### src/rtl/fbm_pkg.sv
// fbm_pkg: word types, command and status codes, and allocator handshake structs
// shared by every module of the file block map allocator. No dependencies.
`timescale 1ns / 1ps

package fbm_pkg;

	// command codes
	localparam logic [1:0] CMD_WRITE  = 2'd0;
	localparam logic [1:0] CMD_READ   = 2'd1;
	localparam logic [1:0] CMD_FREE   = 2'd2;
	localparam logic [1:0] CMD_UNUSED = 2'd3;

	// status codes
	localparam logic [1:0] ST_OK       = 2'd0;
	localparam logic [1:0] ST_FULL     = 2'd1;
	localparam logic [1:0] ST_UNMAPPED = 2'd2;
	localparam logic [1:0] ST_RANGE    = 2'd3;

	// configuration register indexes
	localparam logic CFG_DATA_FIRST = 1'b0;
	localparam logic CFG_DATA_END   = 1'b1;

	// free bitmap word layout
	localparam int WORD_BITS = 16;
	localparam int WORD_SEL  = 4;

	typedef struct packed {
		logic [1:0] command;
		logic [6:0] file_slot;
		logic [8:0] logical_block;
	} cmd_word_t;

	typedef struct packed {
		logic [11:0] physical_block;
		logic [1:0]  status;
		logic [8:0]  freed_count;
	} rsp_word_t;

	// requests to the bitmap allocator
	typedef struct packed {
		logic alloc;
		logic rel;
	} alloc_req_t;

	// allocator status back to the sequencer
	typedef struct packed {
		logic ready;
		logic done;
	} alloc_rsp_t;

endpackage

### src/rtl/fbm_alloc.sv
// fbm_alloc: free-block bitmap held in 16-bit words, with a word-at-a-time scan
// for the lowest free block in the window and single-block release. Uses fbm_pkg.
`timescale 1ns / 1ps

module fbm_alloc #(
	parameter int DISK_BLOCKS = 4096
) (
	input  logic                             clk,
	input  logic                             arst_n,
	input  logic [11:0]                      data_first,
	input  logic [12:0]                      data_end,
	input  fbm_pkg::alloc_req_t              req,
	input  logic [$clog2(DISK_BLOCKS)-1:0]   rel_blk,
	output fbm_pkg::alloc_rsp_t              rsp,
	output logic [$clog2(DISK_BLOCKS)-1:0]   blk
);

	localparam int BA = $clog2(DISK_BLOCKS);
	localparam int WB = fbm_pkg::WORD_BITS;
	localparam int NW = DISK_BLOCKS / WB;
	localparam int WA = (NW > 1) ? $clog2(NW) : 1;
	localparam int EW = (BA + 1 > 13) ? BA + 1 : 13;

	typedef enum logic [5:0] {
		A_CLR  = 6'b000001,
		A_IDLE = 6'b000010,
		A_RD   = 6'b000100,
		A_CHK  = 6'b001000,
		A_RRD  = 6'b010000,
		A_RWR  = 6'b100000
	} astate_t;

	astate_t          state_q;
	logic [WB-1:0]    mem [NW];
	logic [WB-1:0]    rdata_q;
	logic [WA-1:0]    addr_q;
	logic [3:0]       bit_q;
	logic             done_q;
	logic [BA-1:0]    blk_q;

	logic [EW-1:0]    lo_w;
	logic [EW-1:0]    hi_w;
	logic             empty;
	logic [WB-1:0]    avail;
	logic             any;
	logic [3:0]       pick;
	logic             last_word;
	logic             mem_we;
	logic [WB-1:0]    mem_wd;
	logic [EW-1:0]    base;

	// allocation window, block 0 excluded
	always_comb begin
		lo_w  = (data_first == 12'd0) ? EW'(1) : EW'(data_first);
		hi_w  = (EW'(data_end) > EW'(DISK_BLOCKS)) ? EW'(DISK_BLOCKS) : EW'(data_end);
		empty = lo_w >= hi_w;
	end

	// free bits of the current word inside the window, lowest wins
	always_comb begin
		base = EW'(addr_q) << fbm_pkg::WORD_SEL;
		for (int i = 0; i < WB; i++) begin
			avail[i] = !rdata_q[i] && ((base | EW'(i)) >= lo_w) && ((base | EW'(i)) < hi_w);
		end
		any  = |avail;
		pick = 4'd0;
		for (int i = WB - 1; i >= 0; i--) begin
			if (avail[i]) begin
				pick = 4'(i);
			end
		end
		last_word = ((EW'(addr_q) + EW'(1)) << fbm_pkg::WORD_SEL) >= hi_w;
	end

	// bitmap write data
	always_comb begin
		mem_we = 1'b0;
		mem_wd = '0;
		case (state_q)
			A_CLR: begin
				mem_we = 1'b1;
			end
			A_CHK: begin
				mem_we = any;
				mem_wd = rdata_q | (WB'(1) << pick);
			end
			A_RWR: begin
				mem_we = 1'b1;
				mem_wd = rdata_q & ~(WB'(1) << bit_q);
			end
			default: begin
				mem_we = 1'b0;
			end
		endcase
	end

	// bitmap memory
	always_ff @(posedge clk) begin
		if (mem_we) begin
			mem[addr_q] <= mem_wd;
		end
		rdata_q <= mem[addr_q];
	end

	// scan and release sequencer
	always_ff @(posedge clk or negedge arst_n) begin
		if (!arst_n) begin
			state_q <= A_CLR;
			addr_q  <= '0;
			bit_q   <= '0;
			done_q  <= 1'b0;
			blk_q   <= '0;
		end else begin
			done_q <= 1'b0;
			case (state_q)
				A_CLR: begin
					if (addr_q == WA'(NW - 1)) begin
						state_q <= A_IDLE;
					end else begin
						addr_q <= addr_q + WA'(1);
					end
				end
				A_IDLE: begin
					if (req.alloc) begin
						if (empty) begin
							done_q <= 1'b1;
							blk_q  <= '0;
						end else begin
							addr_q  <= WA'(lo_w >> fbm_pkg::WORD_SEL);
							state_q <= A_RD;
						end
					end else if (req.rel) begin
						addr_q  <= WA'(rel_blk >> fbm_pkg::WORD_SEL);
						bit_q   <= rel_blk[3:0];
						state_q <= A_RRD;
					end
				end
				A_RD: begin
					state_q <= A_CHK;
				end
				A_CHK: begin
					if (any) begin
						done_q  <= 1'b1;
						blk_q   <= BA'(base | EW'(pick));
						state_q <= A_IDLE;
					end else if (last_word) begin
						done_q  <= 1'b1;
						blk_q   <= '0;
						state_q <= A_IDLE;
					end else begin
						addr_q  <= addr_q + WA'(1);
						state_q <= A_RD;
					end
				end
				A_RRD: begin
					state_q <= A_RWR;
				end
				A_RWR: begin
					done_q  <= 1'b1;
					blk_q   <= '0;
					state_q <= A_IDLE;
				end
				default: begin
					state_q <= A_IDLE;
				end
			endcase
		end
	end

	assign rsp.ready = (state_q == A_IDLE);
	assign rsp.done  = done_q;
	assign blk       = blk_q;

	// a handed-out block lies inside the window
	a_blk_in_window: assert property (@(posedge clk) disable iff (!arst_n)
		(done_q && blk_q != '0) |-> (EW'(blk_q) >= lo_w && EW'(blk_q) < hi_w))
		else $error("allocated block outside window");

	// requests only reach an idle allocator
	a_req_when_idle: assert property (@(posedge clk) disable iff (!arst_n)
		(req.alloc || req.rel) |-> state_q == A_IDLE)
		else $error("allocator request while busy");

endmodule

### config.mk
export PLATFORM = sky130hd
export DESIGN_NAME = fbm_alloc
export DESIGN_NICKNAME = d
export VERILOG_FILES = /design/src/rtl/fbm_pkg.sv /design/src/rtl/fbm_alloc.sv
export SDC_FILE = /design/constraint.sdc
export NUM_CORES = 2
export LEC_CHECK = 0
export BUFFER_PORTS_ARGS = -buffer_cell sky130_fd_sc_hd__buf_4
export CAP_MARGIN = 30
export CORE_MARGIN = 2
export CORE_UTILIZATION = 43
export CTS_BUF_LIST = sky130_fd_sc_hd__clkbuf_8
export DETAILED_ROUTE_END_ITERATION = 6
export MAX_ROUTING_LAYER = met4
export PLACE_DENSITY = 0.55
export SYNTH_ARGS = -nofsm -noshare
export SYNTH_HDL_FRONTEND = slang
export SYNTH_SLANG_ARGS = --single-unit
### constraint.sdc
create_clock -name clk -period 18.3 [get_ports clk]
set_input_delay 5.49 -clock clk [delete_from_list [all_inputs] [get_ports clk]]
set_output_delay 5.49 -clock clk [all_outputs]
set_load 0.005 [all_outputs]
# Word level (Yosys, flattened, before mapping)
# Memories as Yosys holds them, arrays and structs flattened. A register that Yosys moved wholly into a read port is not among the register bits.
# Index checks and enable logic that the tools add are counted.
[op_classes]
n_addsub = 2
mux = 46
n_reduce_logical = 57
n_lt_le_gt_ge = 35
n_eq_ne = 16
bitwise_logic = 5
shifts = 2
[ops]
columns = ["op", "count"]
rows = [
  ["$lt A12 B13 Y1", 16],
  ["$ge A12 B12 Y1", 16],
  ["$mux W4", 16],
  ["$mux W12", 5],
  ["$mux W8", 6],
  ["$pmux W12 S3", 1],
  ["$logic_and A1 B1 Y1", 32],
  ["$pmux W16 S2", 1],
  ["$shl A1 B4 Y16 const A", 2],
  ["$pmux W6 S5", 1],
  ["$mux W6", 4],
  ["$pmux W8 S3", 1],
  ["$and A16 B16 Y16", 1],
  ["$logic_not A1 Y1", 16],
  ["$not A16 Y16", 1],
  ["$or A16 B16 Y16", 1],
  ["$reduce_or A16 Y1", 1],
  ["$ge A12 B13 Y1", 1],
  ["$ge A13 B13 Y1", 1],
  ["$gt A13 B13 Y1 const B", 1],
  ["$mux W13", 1],
  ["$logic_not A12 Y1", 1],
  ["$or A12 B4 Y12", 1],
  ["$ne A2 B2 Y1 const B", 5],
  ["21 further kinds", 31],
]
[totals]
elab_cells = 169
reg_bits = 31
inputBits = 41
mem_bits_rw = 4096
out_inout_bits = 14
mem_count = 1
[mem_list]
columns = ["name", "depth", "word_bits", "read_ports", "rd_ports_with_merged_regs", "wr", "line", "text"]
rows = [
  ["mem", 256, 16, 1, 1, 1, "fbm_alloc.sv:34", "logic [WB-1:0] mem [NW];"],
]

# Longest topological paths before layout
[depth]
ltp_word = 24
ltp_mapped = 20
mapped_depth_nobuf = 13

# Worst setup path after synthesis
# Ideal clock, no wire load.
[synth_path]
kind = "input to register"
startpoint = "in data_end[12]"
endpoint = "mem mem[0][9] (netlist bit), data pin"
path_buffers = 3
path_slack_ns = -2.481
setup_ns = 2.234
path_stages = 14
arrival_ns = 18.547
required_time_ns = 16.066
cell_sequence = "buf_2 > inv_1 > clkbuf_1 > nand2_1 > ha_1 > a211oi_2 > nor3_2 > a2111oi_2 > nor2_1 > a221oi_1 > o21bai_1 > and2_1 > clkbuf_1 > o31ai_1"
[synth_via]
elab_chain_cells = 23
elab_cells_between_ends = 53
classes_between = "order compare (17); shift (1); mux (18); bitwise (1); reduce/logical (16)"
[synth_lines]
columns = ["element", "line", "text"]
rows = [
  ["start: declaration", "fbm_alloc.sv:11", "input logic [12:0] data_end,"],
  ["$gt A13 B13 Y1", "fbm_alloc.sv:55", "hi_w = (EW'(data_end) > EW'(DISK_BLOCKS)) ? EW'(DISK_BLOCKS) : EW'(data_end);"],
  ["$mux W13 *", "fbm_alloc.sv:55", ""],
  ["$lt A12 B13 Y1", "fbm_alloc.sv:63", "avail[i] = !rdata_q[i] && ((base | EW'(i)) >= lo_w) && ((base | EW'(i)) < hi_w);"],
  ["$logic_and A1 B1 Y1", "fbm_alloc.sv:63", ""],
  ["$mux W4 (15 in a row)", "fbm_alloc.sv:68", "if (avail[i]) begin"],
  ["$mux W4 *", "fbm_alloc.sv:68", ""],
  ["$shl A1 B4 Y16 *", "fbm_alloc.sv:85", "mem_wd = rdata_q | (WB'(1) << pick);"],
  ["$or A16 B16 Y16 *", "fbm_alloc.sv:85", ""],
  ["$pmux W16 S2 *", "fbm_alloc.sv:79", "case (state_q)"],
  ["named net mem_wd[9]", "fbm_alloc.sv:49", "logic [WB-1:0] mem_wd;"],
  ["end: declaration", "fbm_alloc.sv:34", ""],
]
# The timed path passes the listed nets; every way through them passes the cells marked *.

# Final worst setup path
[layout_path]
startpoint = "in data_end[12]"
endpoint = "mem mem[92][13] (netlist bit), data pin"
# Same word-level chain as after synthesis.

==> summary.md <==
| Metric | Value |
|---|---|
| Status | `finished, violations left` |
| Failing checks | `max-slew violations` |
| Tot GR Track Use | `0.240` |
| RD Place Congestion | `0.869` |
| Vias in the first global route | `76.4k` |
| Startpoint Class | `input pin` |
| Largest net degree at the start of global routing | `199` |
| Cts bufs inserted | `662` |
| Root buf cell | `clkbuf_8` |
| Final period utilization | `0.596` |
| Via count | `75.9k` |
| CTS clk-pin slew, worst paths | `0.06 ns` |
| Post-synth EDFFs | `4,096` |
| Slew margin rel. | `-0.000488` |
| Post-cts sizing count | `0` |
| Initial Utilization | `0.432` |
| Synthesized area per cell | `23.7 µm²` |
| DR vias/cell | `5.92` |
| Cell Area, Synth | `0.161 mm²` |
| # H-tree levels | `6` |
| Period minus WS final | `10.90 ns` |
| Mapped Cells | `6,783` |
| Final HPWL from detailed placement | `264 mm` |
| Asr flop ratio synth | `0.00748` |
| Setup ws final | `7.40 ns` |
| Pleak | `0.0611 µW` |
| Critical path class | `in -> reg` |
| Area delta synth->final | `12.3%` |
| RSZ-0062 raised after global routing | `no` |
| Max-cap violation count | `0` |
| Final hold slack | `0.510 ns` |
| DR WL/cell | `34.6 µm` |
| Clock share of power | `0.282` |
| Gr ovfl total | `0` |
| Max-slew violation count | `4` |
| Main synth FF type | `edfxtp_1` |
| Worst path top cell family by delay | `compound AO/OA/AOI/OAI gates` |
| Required @ worst endpoint | `19.13 ns` |
| DR iter-0 viols | `9,095` |
| Cell variety after synth | `86` |
| PD cells | `143 mW/mm²` |
| Buffers & Inverters on Critical Path | `4` |
| Boundary Pins | `55` |
| Pre-CTS setup slack | `5.89 ns` |
| CP max stage delay | `0.83 ns` |
| Worst min path class | `reg -> reg` |
| Worst-Skew Late Latency | `1.20 ns` |
| Fmax | `0.0917 GHz` |
| Worst-Margin Slew | `1.50 ns` |
| Port Buffers | `54` |
| #FFs+latches synth | `4,143` |
| Drt first pass iters | `5` |
| Final Setup Violations | `0` |
| Psw | `8540 µW` |
| Crit path arrival time | `11.73 ns` |
| Commonest non-fill, non-tap cell in the layout | `edfxtp_1` |
| ANT nets after route | `0` |
| Worst Skew | `0.0663 ns` |
| Setup repair bufs after CTS | `0` |
| Core Rows | `224` |
| Layout Cells excl Fill | `12.8k` |
| Critical path's slowest cell | `buf_4` |
| Core footprint | `0.372 mm²` |
| Synthesized net count | `6,867` |
| Warning count from the yosys run | `0` |
| Fin util | `0.486` |
| Crit. End Element | `flip-flop` |
| Hold_buf cts | `0` |
| Commonest cells after routing, fill and taps aside | `edfxtp_1 (4,096), mux4_2 (1,303), clkbuf_8 (676), inv_1 (258), nor2_2 (235)` |
| Drt drc | `0` |
| Internal | `17,400 µW` |
| First-pass GRT wire length | `615 mm` |
| Share of layout cells above drive strength 1 | `0.342` |
| Routed WL | `444 mm` |
| Die area | `0.380 mm²` |
| Post-layout net count | `7,404` |
| Die H | `616 µm` |
| Clk buf depth | `4` |
| Worst Path Max Fanout | `149` |
| Combinational share of power | `0.299` |
| Clk sinks | `4,143` |
| Placed Cells incl. Taps | `11.6k` |
| TritonCTS clock tree | `done` |
| Sw Share | `0.330` |
| Worst-path cell chain | `buf_4 > inv_1 > nand2_1 > ha_1 > nand4_1 > nor2_1 > nand2_1 > o221ai_1 > a2bb2o_4 > a311oi_1 > o32ai_2 > nand2b_1 > o21ai_4 > buf_12 > buf_4` |
| Final TNS setup | `0 ns` |
| Initial antenna violation count | `31` |
| Die width | `616 µm` |
| Worst VDD drop | `0.132 mV` |
| Reg power frac | `0.419` |
| Sequential share of the synthesized area | `0.770` |
| Hold Violations, Final | `0` |
## path summary, 6_finish.rpt
check,from,to,slack (ns),cells after the start
max in group asynchronous,arst_n,addr_q[0],13.65,1
min in group asynchronous,arst_n,bit_q[1],4.25,1
worst max register to register,addr_q[0],rdata_q[1],10.78,10
worst min-delay path,state_q[3],state_q[3],0.51,1
worst min register to register,state_q[3],state_q[3],0.51,1
worst max-delay path,data_end[12],mem[92][13],7.40,15
## power by group through the flow
stage	sequential, µW	combinational (µW)	clock, µW
4_1_cts	10800	7810	7450
5_1_grt	10800	8010	7860
3_3_place_gp	11000	7780	0
6_report	10800	7740	7310
2_1_floorplan	11100	4740	0
3_5_place_dp	11000	7800	0
## sequential cells by signal, summed over array words and instances, names as in the netlist
register and flops:
done_q 1, state_q 6, rdata_q 16, blk 12, mem 4096, addr_q 8, bit_q 4
## cell usage after synthesis (5+ instances only)
master	count	area, µm²
edfxtp_1	4096	123000
mux4_2	1303	29300
nor2_1	314	1180
clkbuf_1	163	612
buf_2	132	661
nand2_1	87	327
o21ai_0	57	285
buf_4	53	398
nand3_1	50	250
ha_1	43	538
a21oi_1	42	210
dfrtp_1	30	751
buf_1	29	109
nor2b_1	28	175
inv_1	27	101
nand4_1	22	138
mux2i_1	19	190
a31oi_1	16	100
dfxtp_1	16	320
a22oi_1	15	113
buf_6	15	169
nand2b_1	14	87.6
a22o_1	13	114
nor3_1	12	60.1
o211ai_4	11	234
a32oi_1	10	87.6
o211ai_1	10	75.1
a21o_1	9	67.6
mux2_2	8	90.1
o21ai_1	8	40.0
a211oi_1	6	45.0
nor4_1	6	37.5
o31ai_1	6	45.0
a211o_1	5	43.8
and2_1	5	31.3
o21a_1	5	37.5
## worst register-to-register path, cell delays in order (launching register included)
cell and delay, ns:
dfrtp_4 0.81, buf_4 0.64, buf_4 0.73, buf_4 0.60
buf_4 0.67, buf_4 0.68, mux4_2 0.71, mux4_2 0.59
mux4_2 0.61, mux2i_1 0.76, o21ai_0 0.48
## area by class of cell
type	count	area (µm²)
Timing Repair Buffer	265	2690
Inverter	27	101
Sequential cell	4143	124000
Multi-Input combinational cell	2221	35800
Antenna cell	26	65.1
Fill cell	29771	192000
Clock buffer	676	9300
Tap cell	4972	6220
Clock inverter	489	2640
## metal layers
layer / vias to the layer above / routed length (µm) / global-route usage
li1: 30457 / - / -
met1: 41472 / 182000 / 0.327
met2: 3403 / 212000 / 0.366
met3: 607 / 37300 / 0.0529
met4: 0 / 12700 / 0.0659
met5: - / 0 / -
## logic make-up after synthesis
family | synth area share
flops | 0.770
xor+xnor | 0.000381
simple gates | 0.0159
fa+ha+maj | 0.00334
compound gates | 0.0134
mux | 0.184
buf+inv | 0.0127
## per-stage QoR
stage | instance area, µm² | total power (µW)
2_1_floorplan | 161000 | 15800
3_3_place_gp | 168000 | 18800
3_5_place_dp | 169000 | 18800
4_1_cts | 181000 | 26100
5_1_grt | 181000 | 26700
6_report | 181000 | 25900
Note: power is estimated with default switching activity, not from simulation.
